==> src/hw/rtl/ctmc_pkg.sv <==
// Shared constants, register codes and inter-stage types for the cooling thermostat.
package ctmc_pkg;

  localparam logic [31:0]        DISCONNECT_TOLERANCE_MS = 32'd10000;
  localparam logic signed [16:0] HALF_DEGREE             = 17'sd8;
  localparam logic [31:0]        MIN_TIME_MS             = 32'd180000;

  // floor(x / 1000) == (x * ceil(2^38 / 1000)) >> 38 for every 32-bit x
  localparam int               SEC_W        = 23;
  localparam int               MS_DIV_SHIFT = 38;
  localparam int               MS_PROD_W    = 61;
  localparam logic [28:0]      MS_DIV_MUL   = 29'd274877907;

  localparam int CFG_IDX_W = 3;

  typedef enum logic [CFG_IDX_W-1:0] {
    CFG_SET_TEMP       = 3'd0,
    CFG_MAX_IDLE_TEMP  = 3'd1,
    CFG_MIN_COOLING_MS = 3'd2,
    CFG_MIN_IDLE_MS    = 3'd3,
    CFG_COOLER_PRESENT = 3'd4
  } cfg_idx_t;

  typedef enum logic [1:0] {
    MODE_OFF  = 2'd0,
    MODE_IDLE = 2'd1,
    MODE_COOL = 2'd2
  } mode_t;

  typedef struct packed {
    logic signed [15:0] set_temp;
    logic signed [15:0] max_idle_temp;
    logic [31:0]        min_cooling_ms;
    logic [31:0]        min_idle_ms;
    logic               run_ok;
  } cfg_t;

  typedef struct packed {
    logic [31:0]        now_ms;
    logic               sample_valid;
    logic signed [15:0] room_temp;
  } item_t;

  typedef struct packed {
    logic        cooler_on;
    mode_t       mode;
    logic        sensor_lost;
    logic [31:0] elapsed_ms;
  } step_t;

endpackage

==> src/hw/rtl/ctmc_cfg.sv <==
// Configuration registers and the registered settings check.
module ctmc_cfg
  import ctmc_pkg::*;
(
  input  logic                 clk,
  input  logic                 rst_n,
  input  logic                 cfg_valid,
  output logic                 cfg_ready,
  input  logic [CFG_IDX_W-1:0] cfg_index,
  input  logic [31:0]          cfg_data,
  output cfg_t                 cfg
);

  logic signed [15:0] set_temp_r;
  logic signed [15:0] max_idle_temp_r;
  logic [31:0]        min_cooling_ms_r;
  logic [31:0]        min_idle_ms_r;
  logic               cooler_present_r;
  logic               run_ok_r;
  logic               run_ok_nxt;
  logic signed [16:0] set_plus_half;

  assign cfg_ready = 1'b1;

  always_ff @(posedge clk) begin
    if (!rst_n) begin
      set_temp_r       <= '0;
      max_idle_temp_r  <= '0;
      min_cooling_ms_r <= '0;
      min_idle_ms_r    <= '0;
      cooler_present_r <= 1'b0;
    end else if (cfg_valid) begin
      case (cfg_idx_t'(cfg_index))
        CFG_SET_TEMP:       set_temp_r       <= $signed(cfg_data[15:0]);
        CFG_MAX_IDLE_TEMP:  max_idle_temp_r  <= $signed(cfg_data[15:0]);
        CFG_MIN_COOLING_MS: min_cooling_ms_r <= cfg_data;
        CFG_MIN_IDLE_MS:    min_idle_ms_r    <= cfg_data;
        CFG_COOLER_PRESENT: cooler_present_r <= cfg_data[0];
        default: ;
      endcase
    end
  end

  // settings need upper >= set + half a degree, both hold times long enough and a cooler present
  always_comb begin
    set_plus_half = 17'(set_temp_r) + HALF_DEGREE;
    run_ok_nxt    = (set_plus_half <= 17'(max_idle_temp_r)) &&
                    (min_cooling_ms_r >= MIN_TIME_MS) &&
                    (min_idle_ms_r >= MIN_TIME_MS) &&
                    cooler_present_r;
  end

  always_ff @(posedge clk) begin
    if (!rst_n) begin
      run_ok_r <= 1'b0;
    end else begin
      run_ok_r <= run_ok_nxt;
    end
  end

  always_comb begin
    cfg.set_temp       = set_temp_r;
    cfg.max_idle_temp  = max_idle_temp_r;
    cfg.min_cooling_ms = min_cooling_ms_r;
    cfg.min_idle_ms    = min_idle_ms_r;
    cfg.run_ok         = run_ok_r;
  end

endmodule

==> src/hw/rtl/ctmc_ctrl.sv <==
// Thermostat decision logic, cooler state and the middle pipeline register.
module ctmc_ctrl
  import ctmc_pkg::*;
(
  input  logic  clk,
  input  logic  rst_n,
  input  cfg_t  cfg,
  input  logic  item_valid,
  input  item_t item,
  input  logic  load,
  output logic  step_valid,
  output step_t step
);

  logic        cooling_r;
  logic        cooling_nxt;
  logic [31:0] last_switch_r;
  logic [31:0] last_switch_nxt;
  logic [31:0] last_valid_r;
  logic [31:0] last_valid_nxt;
  logic        step_valid_r;
  step_t       step_r;
  step_t       step_nxt;

  logic        fire;
  logic [31:0] since_valid;
  logic [31:0] since_switch;
  logic        lost;
  logic        too_cold;
  logic        too_warm;
  logic        turn_off;
  logic        turn_on;
  logic        toggle;
  logic        cool_after;

  assign fire = item_valid && load;

  always_comb begin
    since_valid  = item.now_ms - last_valid_r;
    since_switch = item.now_ms - last_switch_r;
    lost         = !item.sample_valid && (since_valid >= DISCONNECT_TOLERANCE_MS);
    too_cold     = item.sample_valid && ($signed(item.room_temp) <= $signed(cfg.set_temp));
    too_warm     = !lost && item.sample_valid &&
                   ($signed(item.room_temp) > $signed(cfg.max_idle_temp));
    turn_off     = cooling_r && (lost || too_cold) && (since_switch > cfg.min_cooling_ms);
    turn_on      = !cooling_r && too_warm && (since_switch > cfg.min_idle_ms);
    toggle       = turn_off || turn_on;
    cool_after   = cooling_r ^ toggle;
  end

  // next state: bad settings freeze the cooler state and both timestamps
  always_comb begin
    cooling_nxt     = cooling_r;
    last_switch_nxt = last_switch_r;
    last_valid_nxt  = last_valid_r;
    if (fire && cfg.run_ok) begin
      cooling_nxt = cool_after;
      if (toggle) begin
        last_switch_nxt = item.now_ms;
      end
      if (item.sample_valid) begin
        last_valid_nxt = item.now_ms;
      end else if (lost) begin
        last_valid_nxt = item.now_ms - DISCONNECT_TOLERANCE_MS;
      end
    end
  end

  always_comb begin
    step_nxt = '0;
    step_nxt.mode = MODE_OFF;
    if (cfg.run_ok) begin
      step_nxt.cooler_on   = cool_after;
      step_nxt.mode        = cool_after ? MODE_COOL : MODE_IDLE;
      step_nxt.sensor_lost = lost;
      step_nxt.elapsed_ms  = toggle ? 32'd0 : since_switch;
    end
  end

  always_ff @(posedge clk) begin
    if (!rst_n) begin
      cooling_r     <= 1'b0;
      last_switch_r <= '0;
      last_valid_r  <= '0;
      step_valid_r  <= 1'b0;
    end else begin
      cooling_r     <= cooling_nxt;
      last_switch_r <= last_switch_nxt;
      last_valid_r  <= last_valid_nxt;
      if (load) begin
        step_valid_r <= item_valid;
      end
    end
  end

  always_ff @(posedge clk) begin
    if (fire) begin
      step_r <= step_nxt;
    end
  end

  assign step_valid = step_valid_r;
  assign step       = step_r;

  a_cool_hold: assert property (@(posedge clk) disable iff (!rst_n)
    !fire |=> $stable(cooling_r))
    else $error("cooler state changed without a request");

  a_switch_zero: assert property (@(posedge clk) disable iff (!rst_n)
    fire && cfg.run_ok && toggle |=> step_r.elapsed_ms == 32'd0)
    else $error("switch step reports nonzero elapsed time");

  a_off_blank: assert property (@(posedge clk) disable iff (!rst_n)
    fire && !cfg.run_ok |=> step_r.mode == MODE_OFF && !step_r.cooler_on)
    else $error("invalid settings did not report off");

  a_mode_match: assert property (@(posedge clk) disable iff (!rst_n)
    fire && cfg.run_ok |=> step_r.cooler_on == cooling_r)
    else $error("reported cooler drive differs from state");

endmodule

==> src/hw/rtl/ctmc_sec.sv <==
// Milliseconds-to-seconds conversion by reciprocal multiply and the output register.
module ctmc_sec
  import ctmc_pkg::*;
(
  input  logic        clk,
  input  logic        rst_n,
  input  logic        step_valid,
  input  step_t       step,
  output logic        load,
  output logic        out_tvalid,
  input  logic        out_tready,
  output logic [31:0] out_tdata
);

  logic                 out_valid_r;
  logic [31:0]          out_data_r;
  logic [MS_PROD_W-1:0] prod;
  logic [SEC_W-1:0]     seconds;

  assign load = !out_valid_r || out_tready;

  always_comb begin
    prod    = MS_PROD_W'(step.elapsed_ms) * MS_PROD_W'(MS_DIV_MUL);
    seconds = prod[MS_DIV_SHIFT +: SEC_W];
  end

  always_ff @(posedge clk) begin
    if (!rst_n) begin
      out_valid_r <= 1'b0;
    end else if (load) begin
      out_valid_r <= step_valid;
    end
  end

  always_ff @(posedge clk) begin
    if (load && step_valid) begin
      out_data_r <= {5'd0, step.sensor_lost, seconds, step.mode, step.cooler_on};
    end
  end

  assign out_tvalid = out_valid_r;
  assign out_tdata  = out_data_r;

endmodule

==> src/hw/rtl/cooling_thermostat_min_cycle.sv <==
// Top level of the on/off cooling thermostat with minimum on and off times.
//
//  channel | handshake            | payload
//  in_     | in_tvalid/in_tready  | tdata[31:0] now_ms, [47:32] room_temp; tuser sample_valid
//  out_    | out_tvalid/out_tready| tdata[0] cooler_on, [2:1] mode, [25:3] seconds, [26] lost
//  cfg_    | cfg_valid/cfg_ready  | cfg_index register, cfg_data value
//
// One request per cycle unless the output stalls; out_tvalid rises once its request is taken and has passed
// the input register, then the decision stage, then the seconds multiply into the output register.
// Reset clears the cooler state, the timestamps and all settings.
// Each stage holds when the stage after it is full and stalled, so bubbles close up.
// Settings registers update on the write edge; the registered validity check follows in the next cycle.
module cooling_thermostat_min_cycle
  import ctmc_pkg::*;
(
  input  logic                 clk,
  input  logic                 rst_n,
  input  logic                 in_tvalid,
  output logic                 in_tready,
  input  logic [47:0]          in_tdata,   // now_ms[31:0], room_temp[47:32]
  input  logic                 in_tuser,   // sample_valid
  output logic                 out_tvalid,
  input  logic                 out_tready,
  output logic [31:0]          out_tdata,  // cooler_on, mode, seconds_since_switch, sensor_lost
  input  logic                 cfg_valid,
  output logic                 cfg_ready,
  input  logic [CFG_IDX_W-1:0] cfg_index,
  input  logic [31:0]          cfg_data
);

  cfg_t  cfg;
  logic  in_valid_r;
  item_t in_item_r;
  logic  step_valid;
  step_t step;
  logic  step_load;
  logic  out_load;

  // middle stage frees when empty or when the output stage can take it
  assign step_load = !step_valid || out_load;
  assign in_tready = !in_valid_r || step_load;

  always_ff @(posedge clk) begin
    if (!rst_n) begin
      in_valid_r <= 1'b0;
    end else if (in_tready) begin
      in_valid_r <= in_tvalid;
    end
  end

  always_ff @(posedge clk) begin
    if (in_tvalid && in_tready) begin
      in_item_r.now_ms       <= in_tdata[31:0];
      in_item_r.room_temp    <= $signed(in_tdata[47:32]);
      in_item_r.sample_valid <= in_tuser;
    end
  end

  ctmc_cfg u_cfg (
    .clk       (clk),
    .rst_n     (rst_n),
    .cfg_valid (cfg_valid),
    .cfg_ready (cfg_ready),
    .cfg_index (cfg_index),
    .cfg_data  (cfg_data),
    .cfg       (cfg)
  );

  ctmc_ctrl u_ctrl (
    .clk        (clk),
    .rst_n      (rst_n),
    .cfg        (cfg),
    .item_valid (in_valid_r),
    .item       (in_item_r),
    .load       (step_load),
    .step_valid (step_valid),
    .step       (step)
  );

  ctmc_sec u_sec (
    .clk        (clk),
    .rst_n      (rst_n),
    .step_valid (step_valid),
    .step       (step),
    .load       (out_load),
    .out_tvalid (out_tvalid),
    .out_tready (out_tready),
    .out_tdata  (out_tdata)
  );

endmodule
==> config.mk <==
export PLATFORM = sky130hd
export DESIGN_NAME = cooling_thermostat_min_cycle
export DESIGN_NICKNAME = d
export VERILOG_FILES = /design/src/hw/rtl/ctmc_pkg.sv /design/src/hw/rtl/ctmc_cfg.sv /design/src/hw/rtl/ctmc_ctrl.sv /design/src/hw/rtl/ctmc_sec.sv /design/src/hw/rtl/cooling_thermostat_min_cycle.sv
export SDC_FILE = /design/constraint.sdc
export NUM_CORES = 2
export LEC_CHECK = 0
export BUFFER_PORTS_ARGS = -buffer_cell sky130_fd_sc_hd__buf_2
export CAP_MARGIN = 20
export CORE_UTILIZATION = 50
export CTS_BUF_LIST = sky130_fd_sc_hd__clkbuf_8
export DETAILED_ROUTE_END_ITERATION = 8
export GPL_TIMING_DRIVEN = 0
export HOLD_SLACK_MARGIN = 0.15
export MAX_ROUTING_LAYER = met4
export PLACE_DENSITY = 0.67
export SLEW_MARGIN = 10
export SYNTH_ARGS = -nofsm -noshare
export SYNTH_HDL_FRONTEND = slang
export SYNTH_SLANG_ARGS = --single-unit
==> constraint.sdc <==
create_clock -name clk -period 18.48 [get_ports clk]
set_input_delay 1.848 -clock clk [delete_from_list [all_inputs] [get_ports clk]]
set_output_delay 1.848 -clock clk [all_outputs]
set_load 0.03 [all_outputs]
==> impl_metrics.env <==
export IMPL_htree_num_levels=2
export IMPL_via_count=22889
export IMPL_cp_common_cell="fa_1"
export IMPL_die_area_mm2=0.06261
export IMPL_drc=0
export IMPL_crit_path_max_incr_delay_ns=0.82
export IMPL_tns_ns=0
export IMPL_async_flop_share_pct=0
export IMPL_power_switching_w=0.001303
export IMPL_totalPowerFinal_w=0.003081
export IMPL_synth_compound_area_share_pct=11.53
export IMPL_die_height_um=250.2
export IMPL_crit_reg2reg_launch="u_ctrl.step[23]"
export IMPL_crit_arrival_ns=9.48
export IMPL_ant_nets=0
export IMPL_critPathSlowestCell="edfxtp_1"
export IMPL_cts_hold_buf=0
export IMPL_p_sw_share_pct=42.30
export IMPL_cts_clk_slew_worst_paths_ns=0.06
export IMPL_via_per_inst=5.316
export IMPL_cts_inserted_buffers=51
export IMPL_fmax_mhz=110.2
export IMPL_rows=90
export IMPL_leakage_nw=15.73
export IMPL_power_frac_comb_pct=55.5
export IMPL_post_cts_setup_buffers=0
export IMPL_clock_path_buffers=3
export IMPL_maxSlewViolCount=0
export IMPL_syn_cell_area_mm2=0.03081
export IMPL_hold_depth=0
export IMPL_cts_sinks=276
export IMPL_cts_root_buf="clkbuf_8"
export IMPL_coreArea_mm2=0.06058
export IMPL_ys_flop_type="dfxtp_1"
export IMPL_p_clk_share_pct=21.3
export IMPL_synthMuxAreaShare_pct=1.283
export IMPL_reg2reg_setup_slack_ns=9.41
export IMPL_drt_pass1_iterations=5
export IMPL_synth_edf_count=110
export IMPL_critPathKind="reg -> reg"
export IMPL_finalCritPeriodShare_pct=49.11
export IMPL_synth_cells=3304
export IMPL_endpoint_kind="register"
export IMPL_grt_max_degree=25
export IMPL_area_delta_synth_final_pct=9.240
export IMPL_synth_top_family_by_area="adder cells"
export IMPL_finalSetupViolations=0
export IMPL_grt_usage_pct=25.01
export IMPL_dp_hpwl_um=61690
export IMPL_drv_cap=0
export IMPL_drt_iter0_markers=1162
export IMPL_rsz0062_at_grt="no"
export IMPL_ir_drop_v=0.00008188
export IMPL_synth_top_cell_area_share_pct=22.95
export IMPL_synth_area_leaders="ha_1 (23%), fa_1 (19%), dfxtp_1 (11%)"
export IMPL_grt_pass1_wl_um=120900
export IMPL_worst_pin_slew_ns=1.092
export IMPL_synth_xor_area_share_pct=2.473
export IMPL_port_buffers=117
export IMPL_slew_headroom_pct=27.17
export IMPL_start_util_pct=50.85
export IMPL_synth_cell_types=87
export IMPL_place_congestion=0.9254
export IMPL_p_int_w=0.001778
export IMPL_yosys_warnings=0
export IMPL_avgSynthCellArea_um2=9.324
export IMPL_cts_tree="yes"
export IMPL_power_density_mw_per_mm2=91.56
export IMPL_r2r_end="u_sec.out_tdata[25]"
export IMPL_cts_repair_resized=0
export IMPL_fin_crit_ns=9.075
export IMPL_synthAdderAreaFrac_pct=42.44
export IMPL_overflow=0
export IMPL_synth_top_cell_by_area="ha_1"
export IMPL_required_ns=18.89
export IMPL_wl_um=73950
export IMPL_diodes=0
export IMPL_reg2reg_depth=26
export IMPL_outcome="complete, no violations"
export IMPL_hold_class="reg -> reg"
export IMPL_hp_start="u_ctrl.step[32]"
export IMPL_fp_dieW_um=250.2
export IMPL_grt_pass1_vias=23274
export IMPL_seqPwrFrac_pct=23.2
export IMPL_synth_simple_area_share_pct=10.97
export IMPL_seq_area_frac_synth_pct=21.51
export IMPL_ys_ff_latch=276
export IMPL_clock_latency_ns=0.66
export IMPL_skew_ns=0.07645
export IMPL_min_to="u_sec.out_tdata[26]"
export IMPL_hold_viol=0
export IMPL_crit_path_max_fanout=10
export IMPL_antenna_found_initial=0
export IMPL_wl_per_cell_um=17.17
export IMPL_critPathLaunchType="register"
export IMPL_nets=4436
export IMPL_io_pin_count=124
export IMPL_drive_gt1_share_pct=7.066
export IMPL_n_fill_cell=5559
==> registers in the layout, summed over array words and instances (netlist names) <==
register / count
u_cfg.max_idle_temp_r: 16
in_item_r: 49
u_ctrl.last_switch_r: 32
u_ctrl.cooling_r: 1
u_cfg.min_cooling_ms_r: 32
in_valid_r: 1
u_cfg.cooler_present_r: 1
u_ctrl.step: 35
u_ctrl.last_valid_r: 32
u_ctrl.step_valid: 1
u_sec.out_tvalid: 1
u_sec.out_tdata: 26
u_cfg.run_ok_r: 1
u_cfg.set_temp_r: 16
u_cfg.min_idle_ms_r: 32
==> layer usage <==
layer	wire length (um)	track usage, %	share of wire (%)
met4	1963	6.713	2.7
met2	35450	41.44	48
met5	0	-	0
met1	33660	32.47	46
met3	2883	2.775	3.9
==> power by group through the flow <==
| stage | sequential [W] | combinational, W | clock, W |
|---|---|---|---|
| finish | 0.000716 | 0.00171 | 0.000657 |
| floorplan | 0.000732 | 0.00128 | 0 |
| global route | 0.000718 | 0.00198 | 0.000701 |
| CTS | 0.000716 | 0.00171 | 0.000673 |
| global placement | 0.000730 | 0.00166 | 0 |
| detailed placement | 0.000729 | 0.00169 | 0 |
==> logic make-up (layout without fill, tap and decap cells) <==
group,after synthesis,after routing
XOR/XNOR,87,87
buffers and inverters,776,992
multiplexers,39,39
other,2,6
flip-flops,276,276
AO/OA/AOI/OAI,547,547
AND/OR/NAND/NOR,712,712
adder cells (fa/ha/maj),865,865
==> synthesized netlist by cell type, types with 15 or more instances <==
cell      instances
xnor2_1          59
and3_1           15
ha_1            565
fa_1            300
a211oi_1         38
dfxtp_1         166
nor4_1           16
o21ai_0          72
o21a_1           29
and4_1           30
nand4_1          39
nor2b_1          34
edfxtp_1        110
clkbuf_1         56
nor2_1          117
a21oi_1         216
inv_1           696
a21o_1           67
nand3_1          43
xor2_1           28
nor3_1           29
nand2b_1         17
nand2_1         327
mux2i_1          38
==> worst max-delay path, delay by kind of cell (launching register included) <==
| kind | cells | cell delay, ns |
|---|---|---|
| adder cells (fa/ha/maj) | 9 | 4.04 |
| AND/OR/NAND/NOR | 1 | 0.07 |
| flip-flops | 1 | 0.82 |
| buffers and inverters | 6 | 0.32 |
| AO/OA/AOI/OAI | 10 | 3.55 |
==> cell usage in the layout, fill, tap and decap left out, types with 39 or more instances in the layout <==
cell type | synthesis | layout
a21o_1 | 67 | 67
a21oi_1 | 216 | 216
buf_2 | 1 | 118
clkbuf_1 | 56 | 56
clkbuf_8 | 0 | 62
dfxtp_1 | 166 | 166
edfxtp_1 | 110 | 110
fa_1 | 300 | 300
ha_1 | 565 | 565
inv_1 | 696 | 709
nand2_1 | 327 | 327
nand3_1 | 43 | 43
nand4_1 | 39 | 39
nor2_1 | 117 | 117
o21ai_0 | 72 | 72
xnor2_1 | 59 | 59
==> area by class of cell <==
cell class                      count  area [um^2]  area share, %
Inverter                          697         2616          7.774
Buffer                             79        390.4          1.160
Multi-Input combinational cell   2256        21220          63.06
Tap cell                          782        978.4          2.907
Clock inverter                     33        297.8         0.8849
Clock buffer                       62        853.3          2.536
Timing Repair Buffer              121        668.1          1.985
Sequential cell                   276         6626          19.69
==> worst max-delay path by stage <==
| stage | cells after the start | from | endpoint | slack [ns] |
|---|---|---|---|---|
| after floorplan | 24 | u_ctrl.step[9] | u_sec.out_tdata[23] | 11.05 |
| final | 26 | u_ctrl.step[23] | u_sec.out_tdata[25] | 9.41 |
| after global routing | 24 | u_ctrl.step[8] | u_sec.out_tdata[25] | 9.13 |
| after detailed placement | 26 | u_ctrl.step[23] | u_sec.out_tdata[25] | 9.51 |
| after CTS | 26 | u_ctrl.step[23] | u_sec.out_tdata[25] | 9.53 |
| after global placement | 26 | u_ctrl.step[22] | u_sec.out_tdata[25] | 9.64 |
==> stage by stage <==
stage / utilization (%) / setup WS (ns) / std cells / hold slack (ns) / cell area (um^2)
after floorplan: - / 11.05 / 3308 / 0.4003 / 30820
after global placement: 53.46 / 9.638 / 4207 / 0.4018 / 32380
after detailed placement: 53.65 / 9.510 / 4211 / 0.4119 / 32500
after CTS: 55.55 / 9.530 / 4306 / 0.4052 / 33650
after global routing: 55.55 / 9.125 / 4306 / 0.4231 / 33650
final: 55.55 / 9.405 / 4306 / 0.4170 / 33650
No activity file was read; power rests on OpenSTA's default activity.
